`config.mk`:
```
export PLATFORM = sky130hd
export DESIGN_NAME = l16p_ctrl
export DESIGN_NICKNAME = d
export VERILOG_FILES = /design/src/hdl/l16p_pkg.sv /design/src/hdl/l16p_ctrl.sv
export VERILOG_INCLUDE_DIRS = /design/src /design/src/hdl
export SDC_FILE = /design/constraint.sdc
export NUM_CORES = 1
export LEC_CHECK = 0
export BUFFER_PORTS_ARGS = -buffer_cell sky130_fd_sc_hd__buf_2
export CELL_PAD_IN_SITES_DETAIL_PLACEMENT = 1
export CELL_PAD_IN_SITES_GLOBAL_PLACEMENT = 2
export CORE_MARGIN = 4
export CORE_UTILIZATION = 32
export DETAILED_ROUTE_END_ITERATION = 8
export PLACE_DENSITY = 0.75
export RECOVER_POWER = 25
export SYNTH_ARGS = -nofsm -noshare
export SYNTH_HDL_FRONTEND = slang
export SYNTH_SLANG_ARGS = --single-unit
```
`constraint.sdc`:
```
create_clock -name clk_i -period 1.77 [get_ports clk_i]
set_input_delay 0.354 -clock clk_i [delete_from_list [all_inputs] [get_ports clk_i]]
set_output_delay 0.354 -clock clk_i [all_outputs]
set_load 0.01 [all_outputs]
```
`src/hdl/assert_macros.svh`:
```
// Assertion helpers shared by the RTL modules.
// Each macro expects clk_i and rst_ni to be visible where it is used.
`ifndef ASSERT_MACROS_SVH
`define ASSERT_MACROS_SVH

// Property that must hold at every clock edge outside reset.
`define L16P_ASSERT(lbl, prop, msg) \
  lbl: assert property (@(posedge clk_i) disable iff (!rst_ni) prop) \
    else $error(msg);

// Condition that must never be true at a clock edge outside reset.
`define L16P_NEVER(lbl, cond, msg) \
  lbl: assert property (@(posedge clk_i) disable iff (!rst_ni) !(cond)) \
    else $error(msg);

`endif

```
`src/hdl/l16p_pkg.sv`:
```
// ----------------------------------------------------------------------------
// l16p_pkg
// Constants, command types and lookup tables of the lidar packet decoder.
// ----------------------------------------------------------------------------
package l16p_pkg;

  localparam int unsigned LASERS       = 16;
  localparam int unsigned BLOCKS       = 12;
  localparam int unsigned SEQUENCES    = 2;
  localparam int unsigned HEADER_BYTES = 4;
  localparam int unsigned RECORD_BYTES = 3;
  localparam int unsigned BLOCK_BYTES  = HEADER_BYTES + LASERS * SEQUENCES * RECORD_BYTES;

  localparam int unsigned OFF_W  = $clog2(BLOCK_BYTES);
  localparam int unsigned BLK_W  = $clog2(BLOCKS + 1);
  localparam int unsigned LCNT_W = (LASERS > 1) ? $clog2(LASERS) : 1;
  localparam int unsigned SEQ_W  = $clog2(SEQUENCES + 1);

  localparam int unsigned OFF_AZ_LO = 2;
  localparam int unsigned OFF_AZ_HI = 3;

  // Byte position inside one range/intensity record.
  localparam logic [1:0] SUB_LO  = 2'd0;
  localparam logic [1:0] SUB_HI  = 2'd1;
  localparam logic [1:0] SUB_INT = 2'd2;

  localparam logic [31:0] CHANNEL_NS  = 32'd2304;
  localparam logic [31:0] RECHARGE_NS = 32'd18430;
  localparam logic [31:0] SEQUENCE_NS = CHANNEL_NS * LASERS + RECHARGE_NS;
  localparam logic [31:0] BLOCK_NS    = SEQUENCE_NS * SEQUENCES;

  localparam logic [16:0] AZ_FULL    = 17'd36000;
  localparam logic [16:0] AZ_QUARTER = 17'd9000;
  localparam logic [16:0] AZ_HALF    = 17'd18000;
  localparam logic [16:0] AZ_3QUART  = 17'd27000;

  // Centidegrees to Q30 radians.
  localparam logic [33:0] SIN_K   = 34'd187403;
  localparam logic [30:0] Q30_ONE = 31'h4000_0000;

  // Reciprocals, rounded up, for exact division of 32-bit values.
  localparam logic [63:0] M72 = ((64'd1 << 39) + 64'd71) / 64'd72;
  localparam logic [63:0] M42 = ((64'd1 << 38) + 64'd41) / 64'd42;
  localparam logic [63:0] M20 = ((64'd1 << 37) + 64'd19) / 64'd20;
  localparam logic [63:0] M6  = ((64'd1 << 35) + 64'd5) / 64'd6;
  // Reciprocal of 5 for values below 2^19.
  localparam logic [63:0] M5  = ((64'd1 << 22) + 64'd4) / 64'd5;

  typedef logic [4:0] op_t;

  localparam op_t OP_NONE = 5'd0;
  localparam op_t OP_ANG  = 5'd1;
  localparam op_t OP_T    = 5'd2;
  localparam op_t OP_TT   = 5'd3;
  localparam op_t OP_D72  = 5'd4;
  localparam op_t OP_M1   = 5'd5;
  localparam op_t OP_D42  = 5'd6;
  localparam op_t OP_M2   = 5'd7;
  localparam op_t OP_D20  = 5'd8;
  localparam op_t OP_M3   = 5'd9;
  localparam op_t OP_D6   = 5'd10;
  localparam op_t OP_MF   = 5'd11;
  localparam op_t OP_SIN  = 5'd12;
  localparam op_t OP_XY   = 5'd13;
  localparam op_t OP_X    = 5'd14;
  localparam op_t OP_Y    = 5'd15;
  localparam op_t OP_ZM   = 5'd16;
  localparam op_t OP_ZV   = 5'd17;
  localparam op_t OP_ZD   = 5'd18;
  localparam op_t OP_OUT  = 5'd19;

  localparam logic [3:0] SIN_LAST = 4'd11;
  localparam logic [2:0] PNT_LAST = 3'd5;

  typedef struct packed {
    op_t               op;
    logic              pass;
    logic              cap_time;
    logic              az_lo;
    logic              az_hi;
    logic              rng_lo;
    logic              rng_hi;
    logic              pt_start;
    logic [LCNT_W-1:0] laser;
    logic [SEQ_W-1:0]  seq;
    logic [BLK_W-1:0]  blk;
  } cmd_t;

  typedef struct packed {
    logic out_busy;
  } stat_t;

  function automatic op_t sin_op(input logic [3:0] step);
    op_t op;
    unique case (step)
      4'd0:    op = OP_ANG;
      4'd1:    op = OP_T;
      4'd2:    op = OP_TT;
      4'd3:    op = OP_D72;
      4'd4:    op = OP_M1;
      4'd5:    op = OP_D42;
      4'd6:    op = OP_M2;
      4'd7:    op = OP_D20;
      4'd8:    op = OP_M3;
      4'd9:    op = OP_D6;
      4'd10:   op = OP_MF;
      4'd11:   op = OP_SIN;
      default: op = OP_NONE;
    endcase
    return op;
  endfunction

  function automatic op_t pnt_op(input logic [2:0] step);
    op_t op;
    unique case (step)
      3'd0:    op = OP_XY;
      3'd1:    op = OP_X;
      3'd2:    op = OP_Y;
      3'd3:    op = OP_ZM;
      3'd4:    op = OP_ZV;
      3'd5:    op = OP_ZD;
      default: op = OP_NONE;
    endcase
    return op;
  endfunction

  // Vertical sine of each laser, Q1.15.
  function automatic logic signed [15:0] vert_sin(input logic [3:0] l);
    logic signed [15:0] v;
    case (l)
      4'd0:  v = -16'sd8481;
      4'd1:  v = 16'sd572;
      4'd2:  v = -16'sd7371;
      4'd3:  v = 16'sd1715;
      4'd4:  v = -16'sd6252;
      4'd5:  v = 16'sd2856;
      4'd6:  v = -16'sd5126;
      4'd7:  v = 16'sd3993;
      4'd8:  v = -16'sd3993;
      4'd9:  v = 16'sd5126;
      4'd10: v = -16'sd2856;
      4'd11: v = 16'sd6252;
      4'd12: v = -16'sd1715;
      4'd13: v = 16'sd7371;
      4'd14: v = -16'sd572;
      default: v = 16'sd8481;
    endcase
    return v;
  endfunction

  // Vertical cosine of each laser, Q1.15.
  function automatic logic signed [15:0] vert_cos(input logic [3:0] l);
    logic signed [15:0] v;
    case (l)
      4'd0:  v = 16'sd31651;
      4'd1:  v = 16'sd32763;
      4'd2:  v = 16'sd31928;
      4'd3:  v = 16'sd32723;
      4'd4:  v = 16'sd32166;
      4'd5:  v = 16'sd32643;
      4'd6:  v = 16'sd32365;
      4'd7:  v = 16'sd32524;
      4'd8:  v = 16'sd32524;
      4'd9:  v = 16'sd32365;
      4'd10: v = 16'sd32643;
      4'd11: v = 16'sd32166;
      4'd12: v = 16'sd32723;
      4'd13: v = 16'sd31928;
      4'd14: v = 16'sd32763;
      default: v = 16'sd31651;
    endcase
    return v;
  endfunction

  // Vertical offset of each laser in tenths of a millimeter.
  function automatic logic signed [15:0] vert_corr(input logic [3:0] l);
    logic signed [15:0] v;
    case (l)
      4'd0:  v = 16'sd112;
      4'd1:  v = -16'sd7;
      4'd2:  v = 16'sd97;
      4'd3:  v = -16'sd22;
      4'd4:  v = 16'sd81;
      4'd5:  v = -16'sd37;
      4'd6:  v = 16'sd66;
      4'd7:  v = -16'sd51;
      4'd8:  v = 16'sd51;
      4'd9:  v = -16'sd66;
      4'd10: v = 16'sd37;
      4'd11: v = -16'sd81;
      4'd12: v = 16'sd22;
      4'd13: v = -16'sd97;
      4'd14: v = 16'sd7;
      default: v = -16'sd112;
    endcase
    return v;
  endfunction

endpackage

```
`src/hdl/l16p_ctrl.sv`:
```
// ----------------------------------------------------------------------------
// l16p_ctrl
// Tracks the byte position in the packet and sequences the datapath.
// ----------------------------------------------------------------------------
`include "assert_macros.svh"

module l16p_ctrl (
  input  logic            clk_i,
  input  logic            rst_ni,
  input  logic            in_valid_i,
  input  logic            packet_end_i,
  output logic            in_ready_o,
  input  l16p_pkg::stat_t stat_i,
  output l16p_pkg::cmd_t  cmd_o
);
  import l16p_pkg::*;

  localparam logic [1:0] ST_IDLE = 2'd0;
  localparam logic [1:0] ST_SIN  = 2'd1;
  localparam logic [1:0] ST_PNT  = 2'd2;
  localparam logic [1:0] ST_OUT  = 2'd3;

  logic [1:0]        state_q, state_d;
  logic [BLK_W-1:0]  blk_q, blk_d;
  logic [OFF_W-1:0]  off_q, off_d;
  logic [1:0]        sub_q, sub_d;
  logic [LCNT_W-1:0] laser_q, laser_d;
  logic [SEQ_W-1:0]  seq_q, seq_d;
  logic [3:0]        step_q, step_d;
  logic              pass_q, pass_d;
  logic              accept;
  logic              active;

  assign in_ready_o = (state_q == ST_IDLE);
  assign accept     = in_valid_i && in_ready_o;
  assign active     = (blk_q < BLK_W'(BLOCKS));

  always_comb begin
    state_d = state_q;
    blk_d   = blk_q;
    off_d   = off_q;
    sub_d   = sub_q;
    laser_d = laser_q;
    seq_d   = seq_q;
    step_d  = step_q;
    pass_d  = pass_q;

    cmd_o          = '0;
    cmd_o.op       = OP_NONE;
    cmd_o.pass     = pass_q;
    cmd_o.laser    = laser_q;
    cmd_o.seq      = seq_q;
    cmd_o.blk      = blk_q;

    unique case (state_q)
      ST_IDLE: begin
        if (accept) begin
          cmd_o.cap_time = (blk_q == '0) && (off_q == '0);
          if (active) begin
            if (off_q == OFF_W'(OFF_AZ_LO)) begin
              cmd_o.az_lo = 1'b1;
            end else if (off_q == OFF_W'(OFF_AZ_HI)) begin
              cmd_o.az_hi = 1'b1;
              state_d     = ST_SIN;
              step_d      = '0;
              pass_d      = 1'b0;
            end else if (off_q >= OFF_W'(HEADER_BYTES)) begin
              if (sub_q == SUB_LO) begin
                cmd_o.rng_lo = 1'b1;
              end else if (sub_q == SUB_HI) begin
                cmd_o.rng_hi = 1'b1;
              end else begin
                cmd_o.pt_start = 1'b1;
                state_d        = ST_PNT;
                step_d         = '0;
              end
            end
          end

          if (packet_end_i) begin
            blk_d   = '0;
            off_d   = '0;
            sub_d   = SUB_LO;
            laser_d = '0;
            seq_d   = '0;
          end else if (active) begin
            if (off_q == OFF_W'(BLOCK_BYTES - 1)) begin
              off_d   = '0;
              blk_d   = blk_q + 1'b1;
              sub_d   = SUB_LO;
              laser_d = '0;
              seq_d   = '0;
            end else begin
              off_d = off_q + 1'b1;
              if (off_q >= OFF_W'(HEADER_BYTES)) begin
                if (sub_q == SUB_INT) begin
                  sub_d = SUB_LO;
                  if (laser_q == LCNT_W'(LASERS - 1)) begin
                    laser_d = '0;
                    seq_d   = seq_q + 1'b1;
                  end else begin
                    laser_d = laser_q + 1'b1;
                  end
                end else begin
                  sub_d = sub_q + 1'b1;
                end
              end
            end
          end
        end
      end
      ST_SIN: begin
        cmd_o.op = sin_op(step_q);
        if (step_q == SIN_LAST) begin
          step_d = '0;
          if (pass_q) begin
            state_d = ST_IDLE;
          end else begin
            pass_d = 1'b1;
          end
        end else begin
          step_d = step_q + 1'b1;
        end
      end
      ST_PNT: begin
        cmd_o.op = pnt_op(step_q[2:0]);
        if (step_q[2:0] == PNT_LAST) begin
          state_d = ST_OUT;
        end else begin
          step_d = step_q + 1'b1;
        end
      end
      ST_OUT: begin
        if (!stat_i.out_busy) begin
          cmd_o.op = OP_OUT;
          state_d  = ST_IDLE;
        end
      end
      default: begin
        state_d = ST_IDLE;
      end
    endcase
  end

  always_ff @(posedge clk_i or negedge rst_ni) begin
    if (!rst_ni) begin
      state_q <= ST_IDLE;
      blk_q   <= '0;
      off_q   <= '0;
      sub_q   <= SUB_LO;
      laser_q <= '0;
      seq_q   <= '0;
      step_q  <= '0;
      pass_q  <= 1'b0;
    end else begin
      state_q <= state_d;
      blk_q   <= blk_d;
      off_q   <= off_d;
      sub_q   <= sub_d;
      laser_q <= laser_d;
      seq_q   <= seq_d;
      step_q  <= step_d;
      pass_q  <= pass_d;
    end
  end

  `L16P_ASSERT(a_pt_starts_point, accept && cmd_o.pt_start |=> state_q == ST_PNT,
               "intensity byte did not start a point")
  `L16P_ASSERT(a_sin_step_range, state_q == ST_SIN |-> step_q <= SIN_LAST,
               "sine step counter out of range")
  `L16P_ASSERT(a_out_holds, state_q == ST_OUT && stat_i.out_busy |=> state_q == ST_OUT,
               "point left the output stage while the output was busy")

endmodule

```
# Yosys cells after proc, flatten, opt, wreduce, memory -nomap -nowiden
# Memory sizes are Yosys's and may differ from the RTL's.
# Cells that the tools add are included.
# op_classes
n_addsub,6
n_lt_le_gt_ge,2
n_eq_ne,27
n_mux,66
reduce_logical,22
# op_table
operator,n
4-bit 2-to-1 mux,19
2-bit 2-to-1 mux,23
5-bit case mux with 6 select lines,1
7-bit 2-to-1 mux,3
5-bit case mux with 3 select lines,1
7-bit by 2-bit == test with 1-bit output (second input constant),2
4-bit by 1-bit adder with 4-bit output (second input constant),3
6-bit 2-to-1 mux,2
2-bit inequality test (second input constant),6
4-bit case mux with 3 select lines,1
6-bit AND reduction,2
3-bit nonzero test,4
1-bit 2-to-1 mux,10
5-bit 2-to-1 mux,2
10-bit AND reduction,1
4-bit == test (second input constant),2
2-bit case mux with 4 select lines,1
4-bit AND reduction,2
8-bit AND reduction,1
7-bit by 1-bit adder with 7-bit output (second input constant),1
7-bit == test (second input constant),1
7-bit by 3-bit >= comparator with 1-bit output (second input constant),1
7-bit logical NOT,1
2-bit == test (second input constant),3
18 further kinds,30
# word_totals
ff_bits,26
romBits,64
n_memories,1
# mem_list
memory,depth,width,read_ports,rd_ports_with_merged_regs,wr,line_no,rtl
(no name shown),16,4,1,0,0,l16p_pkg.sv:95,unique case (step)

# Depth between registers and ports, before layout
# Gate-level depths: netlist of the first run.
# depth
depth_word,9
depth_mapped,7

# Least setup slack after synthesis of the first run
# OpenSTA, ideal clock, no wires.
# synth_timing
kind,reg-to-output
startpoint,register state_q[0]
endpoint,output cmd_o[15] (netlist name)
t_arrival_ns,1.665
required_ns,1.416
path_slack_ns,-0.249
path_stages_with_launch,7
path_buffers,1
path_cell_list,dfrtp_1 -> inv_1 -> ha_1 -> and2_1 -> clkbuf_1 -> nand4_1 -> nor2_1
# synth_lines
item,line_no,rtl
from (decl),l16p_ctrl.sv:23,"logic [1:0] state_q, state_d;"
from (signal assigned),l16p_ctrl.sv:156,state_q <= state_d;
to (decl),l16p_ctrl.sv:14,output l16p_pkg::cmd_t cmd_o

==> flow_summary.yaml, run 1 <==
setup_path:
  slowest_stage: "dfrtp_1"
  criticalPathCategory: "flip-flop to primary output"
  cp.arrival_ns: 1.67
  cpLargestDelayFamily: "buffers and inverters"
  crit_path_end_kind: "primary output"
  slowest_delay_ns: 0.40
  cp_max_fo: 3
  required_ns: 1.42
  crit_path_cell_trace: "inv_1 -> ha_2 -> buf_4 -> nor4_4 -> buf_2"
  startpoint_type: "flip-flop"
  r2r_slack_ns: -0.22
  path_buf_inv: 3
synth:
  synthCells: 218
  yosys.cell_types.count: 53
  syn-num-nets: 241
  ys.flop_type: "dfrtp_1"
  synthesis.area_um2: 1970
  synth_edf_count: 0
  avgSynthCellArea_um2: 9.04
  async_flop_share_pct: 100
  ys_seq_elements: 26
  synth_warnings: 0
  yosysSeqAreaShare_pct: 33.0
finish:
  final_common_cell: "buf_4"
  stdcell_count: 400
  syn2layout_area_growth_pct: 67.4
  fin_util_pct: 55.4
  fillers: 693
  drive_gt1_share_pct: 54.8
  nNetsFinal: 349
  num_antenna_cells: 0
  final_cell_mix: "buf_4, buf_2, dfrtp_1"
drt:
  post_drt_wl_per_cell_um: 18.3
  drt_wl_total_um: 7330
  highest_layer: "met4"
  dr_total_vias: 2110
  met2_length_um: 3940
  firstDrtPassIters: 4
  routedLengthMet1_um: 3110
  via_per_inst: 5.28
  detail-route-antenna-nets: 0
  drc: 0
  drt_iter0_drc: 49
  wl_met3_um: 183
clock_network:
  clkSinkCount: 26
  cts-hold-fix-buffers: 0
  htreeDepth: 1
  cts_tree: "built"
  clockBufferDepth: 2
  cts_buffers: 3
  clock_latency_ns: 0.28
  ctsRootBufferMaster: "clkbuf_8"
  clkTransAtPathRegs_ns: 0.11
sta:
  rsz0062_at_grt: "true"
  finalSetupViolations: 26
  max_freq_mhz: 493
  final.period_utilization_pct: 115
  slew_violations: 27
  finClkSkew_ns: 0.00753
  post-route-min-period_ns: 2.03
  slew_headroom_pct: -2.16
  setup_slack_ns: -0.257
  timing_hold_violations_final: 0
  tightest_slew_ns: 1.53
floorplan:
  fp.dieArea_um2: 7480
  rows: 28
  start_util_pct: 33.1
  core-area_um2: 5960
  die_w_um: 86.5
  die_height_um: 86.5
  io_pins: 28
run:
  drv_cap: 1
place:
  place_ws_ns: -0.148
  routabilityCongestion: 0.799
  io_buffer_count: 27
  dp.cells: 370
  hpwl_um: 4630
global_route:
  grt_max_degree: 27
  antenna_found_initial: 0
  grt_usage_pct: 19.0
  grt_overflow: 0
  grt_pass1_vias: 2203
  grt_pass1_wl_um: 11200
status:
  violations: "capacitance limit, slew limit, setup timing"
  status: "complete, but fails checks"
pwr:
  ir_worst_vdd_mv: 0.751
  p_leak_nw: 1.53
  power_density_nw_per_um2: 1410
hold_path:
  hp-class: "input port to asynchronous set/reset pin"
[synthesized netlist by cell type, types with 2 or more instances]
cell type / count / area, um2
and2_1: 4 / 25.0
nand2b_1: 3 / 18.8
nor2_1: 19 / 71.3
inv_1: 15 / 56.3
and3_1: 3 / 18.8
clkbuf_1: 7 / 26.3
xor2_1: 5 / 43.8
o21ai_0: 15 / 75.1
a21boi_0: 3 / 22.5
o211ai_1: 3 / 22.5
a32oi_1: 2 / 17.5
mux2i_1: 2 / 20.0
dfrtp_1: 26 / 651
ha_1: 18 / 225
nand3_1: 9 / 45.0
nand2_1: 11 / 41.3
nand4_1: 7 / 43.8
nor2b_1: 6 / 37.5
mux2_1: 2 / 22.5
a22o_1: 5 / 43.8
mux2_2: 2 / 22.5
nor4_1: 3 / 18.8
and4_1: 2 / 17.5
a21oi_1: 9 / 45.0
a221oi_1: 2 / 17.5
nor3_1: 3 / 15.0
a31oi_1: 5 / 31.3
nand4b_1: 2 / 17.5
[kinds of logic after synthesis]
logic type      synth area share (%)
compound gates                  22.2
xor+xnor                        2.67
buf+inv                         5.14
mux                             4.06
fa+ha+maj                       11.4
flops                           33.0
simple gates                    21.5
[cell type report]
class	count	area (um2)	area share, %
clock buffers	3	41.3	1.25
multi-input cells	169	1580	47.8
inverters	15	61.3	1.86
flip-flops and latches	26	654	19.8
clock inverters	1	30.0	0.910
repair buffers	111	841	25.5
well taps	75	93.8	2.85
[flip-flops by register name, summed over array words and instances (netlist names)]
name,count
off_q,7
blk_q,4
laser_q,4
step_q,4
seq_q,2
state_q,2
sub_q,2
pass_q,1
[worst paths after layout]
path,startpoint,end,cells after the start
setup / recovery,off_q[0],cmd_o[13],5
hold / removal,rst_ni,seq_q[1],1
setup reg to reg,step_q[0],state_q[0],6
hold reg to reg,seq_q[1],seq_q[1],1
max in group asynchronous,rst_ni,step_q[1],1
min in group clk_i,packet_end_i,sub_q[1],3
[per-stage QoR]
| step | power [mW] | TNS (ns) | hold WS [ns] | area, um2 |
|---|---|---|---|---|
| after floorplan | 2.16 | -0.0795 | 0.0584 | 2000 |
| after global placement | 3.14 | -0.528 | 0.407 | 2630 |
| after detailed placement | 3.20 | -0.761 | 0.421 | 2630 |
| after CTS | 4.31 | -2.71 | 0.108 | 3090 |
| after global routing | 4.94 | -5.61 | 0.470 | 3300 |
| final | 4.64 | -3.57 | 0.431 | 3300 |
[report_power, final]
part           switching [mW]  internal (mW)  total (mW)
clock network           0.220          0.303       0.523
logic                    1.49           1.65        3.14
registers               0.227          0.744       0.972
[per-layer routing]
metal | global-route usage [%] | vias to the layer above
met5 | 0 | -
met1 | 24.1 | 1050
met4 | 5.10 | 0
met2 | 34.4 | 34
li1 | - | 1018
met3 | 1.81 | 8
[repair_timing]
action / in CTS / in global routing
hold endpoints to repair: 0 / 0
setup buffers: 19 / 7
gates resized for setup: 65 / 37
endpoints found under the setup margin: 26 / 34
cloned: 0 / 1
pin swaps: 20 / 23
No activity file was read; power rests on OpenSTA's default activity.
==> run 2, diff against run 1 <==
--- a/config.mk
+++ b/config.mk
@@ -6,11 +6,12 @@
 export SDC_FILE = /design/constraint.sdc
 export NUM_CORES = 1
 export LEC_CHECK = 0
+export ABC_AREA = 1
 export BUFFER_PORTS_ARGS = -buffer_cell sky130_fd_sc_hd__buf_2
 export CELL_PAD_IN_SITES_DETAIL_PLACEMENT = 1
 export CELL_PAD_IN_SITES_GLOBAL_PLACEMENT = 2
 export CORE_MARGIN = 4
-export CORE_UTILIZATION = 32
+export CORE_UTILIZATION = 30
 export DETAILED_ROUTE_END_ITERATION = 8
 export PLACE_DENSITY = 0.75
 export RECOVER_POWER = 25
==> flow_summary.yaml, run 2 <==
pwr:
  power.share.combinational_pct: 63.4
  p_sw_share_pct: 45.9
  ir_worst_vdd_mv: 0.494
  finalPower_mw: 3.45
  clkPwrFrac_pct: 10.1
  pwr-share-seq_pct: 26.5
  power_density_nw_per_um2: 1240
  cellInternalPower_mw: 1.86
  p_leak_nw: 1.35
  p_sw_mw: 1.58
global_route:
  grt_pass1_vias: 1991
  busiest_layer: "met2"
  grt_pass1_wl_um: 9450
  use_met3_pct: 1.83
  grt_max_degree: 27
  grtUsageMet2_pct: 24.6
  grt_usage_pct: 13.7
  grt_overflow: 0
  use_met1_pct: 17.3
  antenna_found_initial: 0
floorplan:
  die_w_um: 90.7
  start_util_pct: 31.6
  fp.dieArea_um2: 8220
  rows: 29
  io_pins: 28
  core-area_um2: 6490
  die_height_um: 90.7
sta:
  slew_violations: 27
  max_freq_mhz: 524
  timing_hold_violations_final: 0
  setup_slack_ns: -0.140
  setup_tns_ns: -0.654
  rsz0062_at_grt: "true"
  post-route-min-period_ns: 1.91
  tightest_slew_ns: 1.54
  final.period_utilization_pct: 108
  slew_headroom_pct: -2.72
  finClkSkew_ns: 0.00781
  finalSetupViolations: 9
drt:
  dr_total_vias: 1958
  drt_wl_total_um: 5580
  firstDrtPassIters: 3
  drc: 0
  post_drt_wl_per_cell_um: 13.9
  detail-route-antenna-nets: 0
  via_per_inst: 4.87
  drt_iter0_drc: 58
setup_path:
  cp_max_fo: 4
  startpoint_type: "flip-flop"
  r2r-start: "state_q[0]"
  crit_path_start: "step_q[0]"
  crit_path_end_kind: "primary output"
  cp.arrival_ns: 1.56
  required_ns: 1.42
  criticalPathCategory: "flip-flop to primary output"
  r2r.worst_path.cells: 11
place:
  io_buffer_count: 27
  hpwl_um: 4180
  routabilityCongestion: 0.792
status:
  violations: "capacitance limit, slew limit, setup timing"
  status: "complete, but fails checks"
synth:
  yosys-top-cells-area: "dfrtp_1, nand2_1, ha_1"
  avgSynthCellArea_um2: 7.60
  yosys.cell_types.count: 34
  synthesis.area_um2: 2050
  synthCells: 270
  syn-num-nets: 293
  async_flop_share_pct: 100
  ys_seq_elements: 26
  synth_largest_area_cell: "dfrtp_1"
  synth_warnings: 0
  yosysMostFrequentCell: "nand2_1"
  ys_top_cells_by_count: "nand2_1, nand3_1, inv_1"
  ys.flop_type: "dfrtp_1"
  yosysSeqAreaShare_pct: 31.7
  synth_top_area_share_pct: 31.7
  synth_edf_count: 0
finish:
  final_cell_mix: "nand2_1, nand3_1, buf_2"
  syn2layout_area_growth_pct: 36.1
  num_antenna_cells: 0
  largest_register_ffs: 7
  regMostFlops: "off_q"
  drive_gt1_share_pct: 41.2
  nNetsFinal: 350
  final_common_cell: "nand2_1"
clock_network:
  htreeDepth: 1
  cts_buffers: 3
  clkTransAtPathRegs_ns: 0.10
  clockBufferDepth: 2
  clkSinkCount: 26
  cts-hold-fix-buffers: 0
  ctsRootBufferMaster: "clkbuf_8"
  cts_tree: "built"
  clock_latency_ns: 0.27
run:
  drv_cap: 1
hold_path:
  hp-class: "input port to asynchronous set/reset pin"
[run 2: changes by cell type after synthesis, sizes merged, moves of 5 or more]
cell    delta
nor2      +12
nand2     +67
nand4      -5
inv       +15
nor2b      -6
mux2       -5
nand3     +23
clkbuf     -7
a22o       -5
[run 2: cell type report]
type | count | area, um2
clock buffer | 3 | 41.3
fill | 804 | 3700
inverter | 31 | 129
multi-input combinational | 209 | 1480
sequential | 26 | 658
tap | 77 | 96.3
timing repair buffer | 56 | 388
[run 2: power by group through the flow]
stage	logic (mW)	registers (mW)	clock network, mW
after global placement	1.62	0.889	0
after global routing	2.43	0.940	0.397
after detailed placement	1.63	0.894	0
after CTS	1.84	0.897	0.370
after floorplan	1.10	0.903	0
final	2.19	0.913	0.349
[run 2: layer usage]
layer,wire length (um),vias up
li1,-,990
met3,131,2
met5,0,-
met2,2990,23
met4,19,0
met1,2450,943
[run 2: timing repair]
item	CTS	global route
gates resized for setup	36	39
buffers inserted	5	13
endpoints found under the setup margin	11	13
pin swaps	7	19
[run 2: final timing paths]
check	slack, ns	end
setup / recovery	-0.14	cmd_o[19]
hold / removal	0.44	blk_q[1]
setup reg to reg	0.07	off_q[5]
hold reg to reg	0.53	seq_q[1]
max in group asynchronous	0.32	step_q[2]
min in group clk_i	0.53	seq_q[1]
[run 2: kinds of logic (layout without fill, tap and decap cells)]
kind of cell	count (synthesis)	count (layout)	share of synthesized area (%)
buffers and inverters	35	90	7.38
AO/OA/AOI/OAI	32	32	8.48
adder cells (fa/ha/maj)	18	18	11.0
flip-flops	26	26	31.7
AND/OR/NAND/NOR	156	156	40.1
XOR/XNOR	3	3	1.28
[run 2: metrics by stage]
| step | std cells | hold slack [ns] | setup slack [ns] | cell area (um2) | utilization, % |
|---|---|---|---|---|---|
| CTS | 389 | 0.110 | -0.155 | 2540 | 39.0 |
| global placement | 381 | 0.423 | 0.0470 | 2330 | 35.9 |
| floorplan | 270 | 0.0584 | 0.0149 | 2060 | - |
| global route | 402 | 0.561 | -0.238 | 2790 | 43.0 |
| finish | 402 | 0.440 | -0.140 | 2790 | 43.0 |
| detailed placement | 381 | 0.419 | 0.0226 | 2330 | 35.9 |
[run 2: critical path: stages, from the launching register on]
cell,delay (ns)
dfrtp_2,0.46
ha_4,0.19
ha_4,0.13
inv_2,0.04
a21oi_2,0.11
o21ai_1,0.07
a21oi_1,0.13
buf_2,0.14
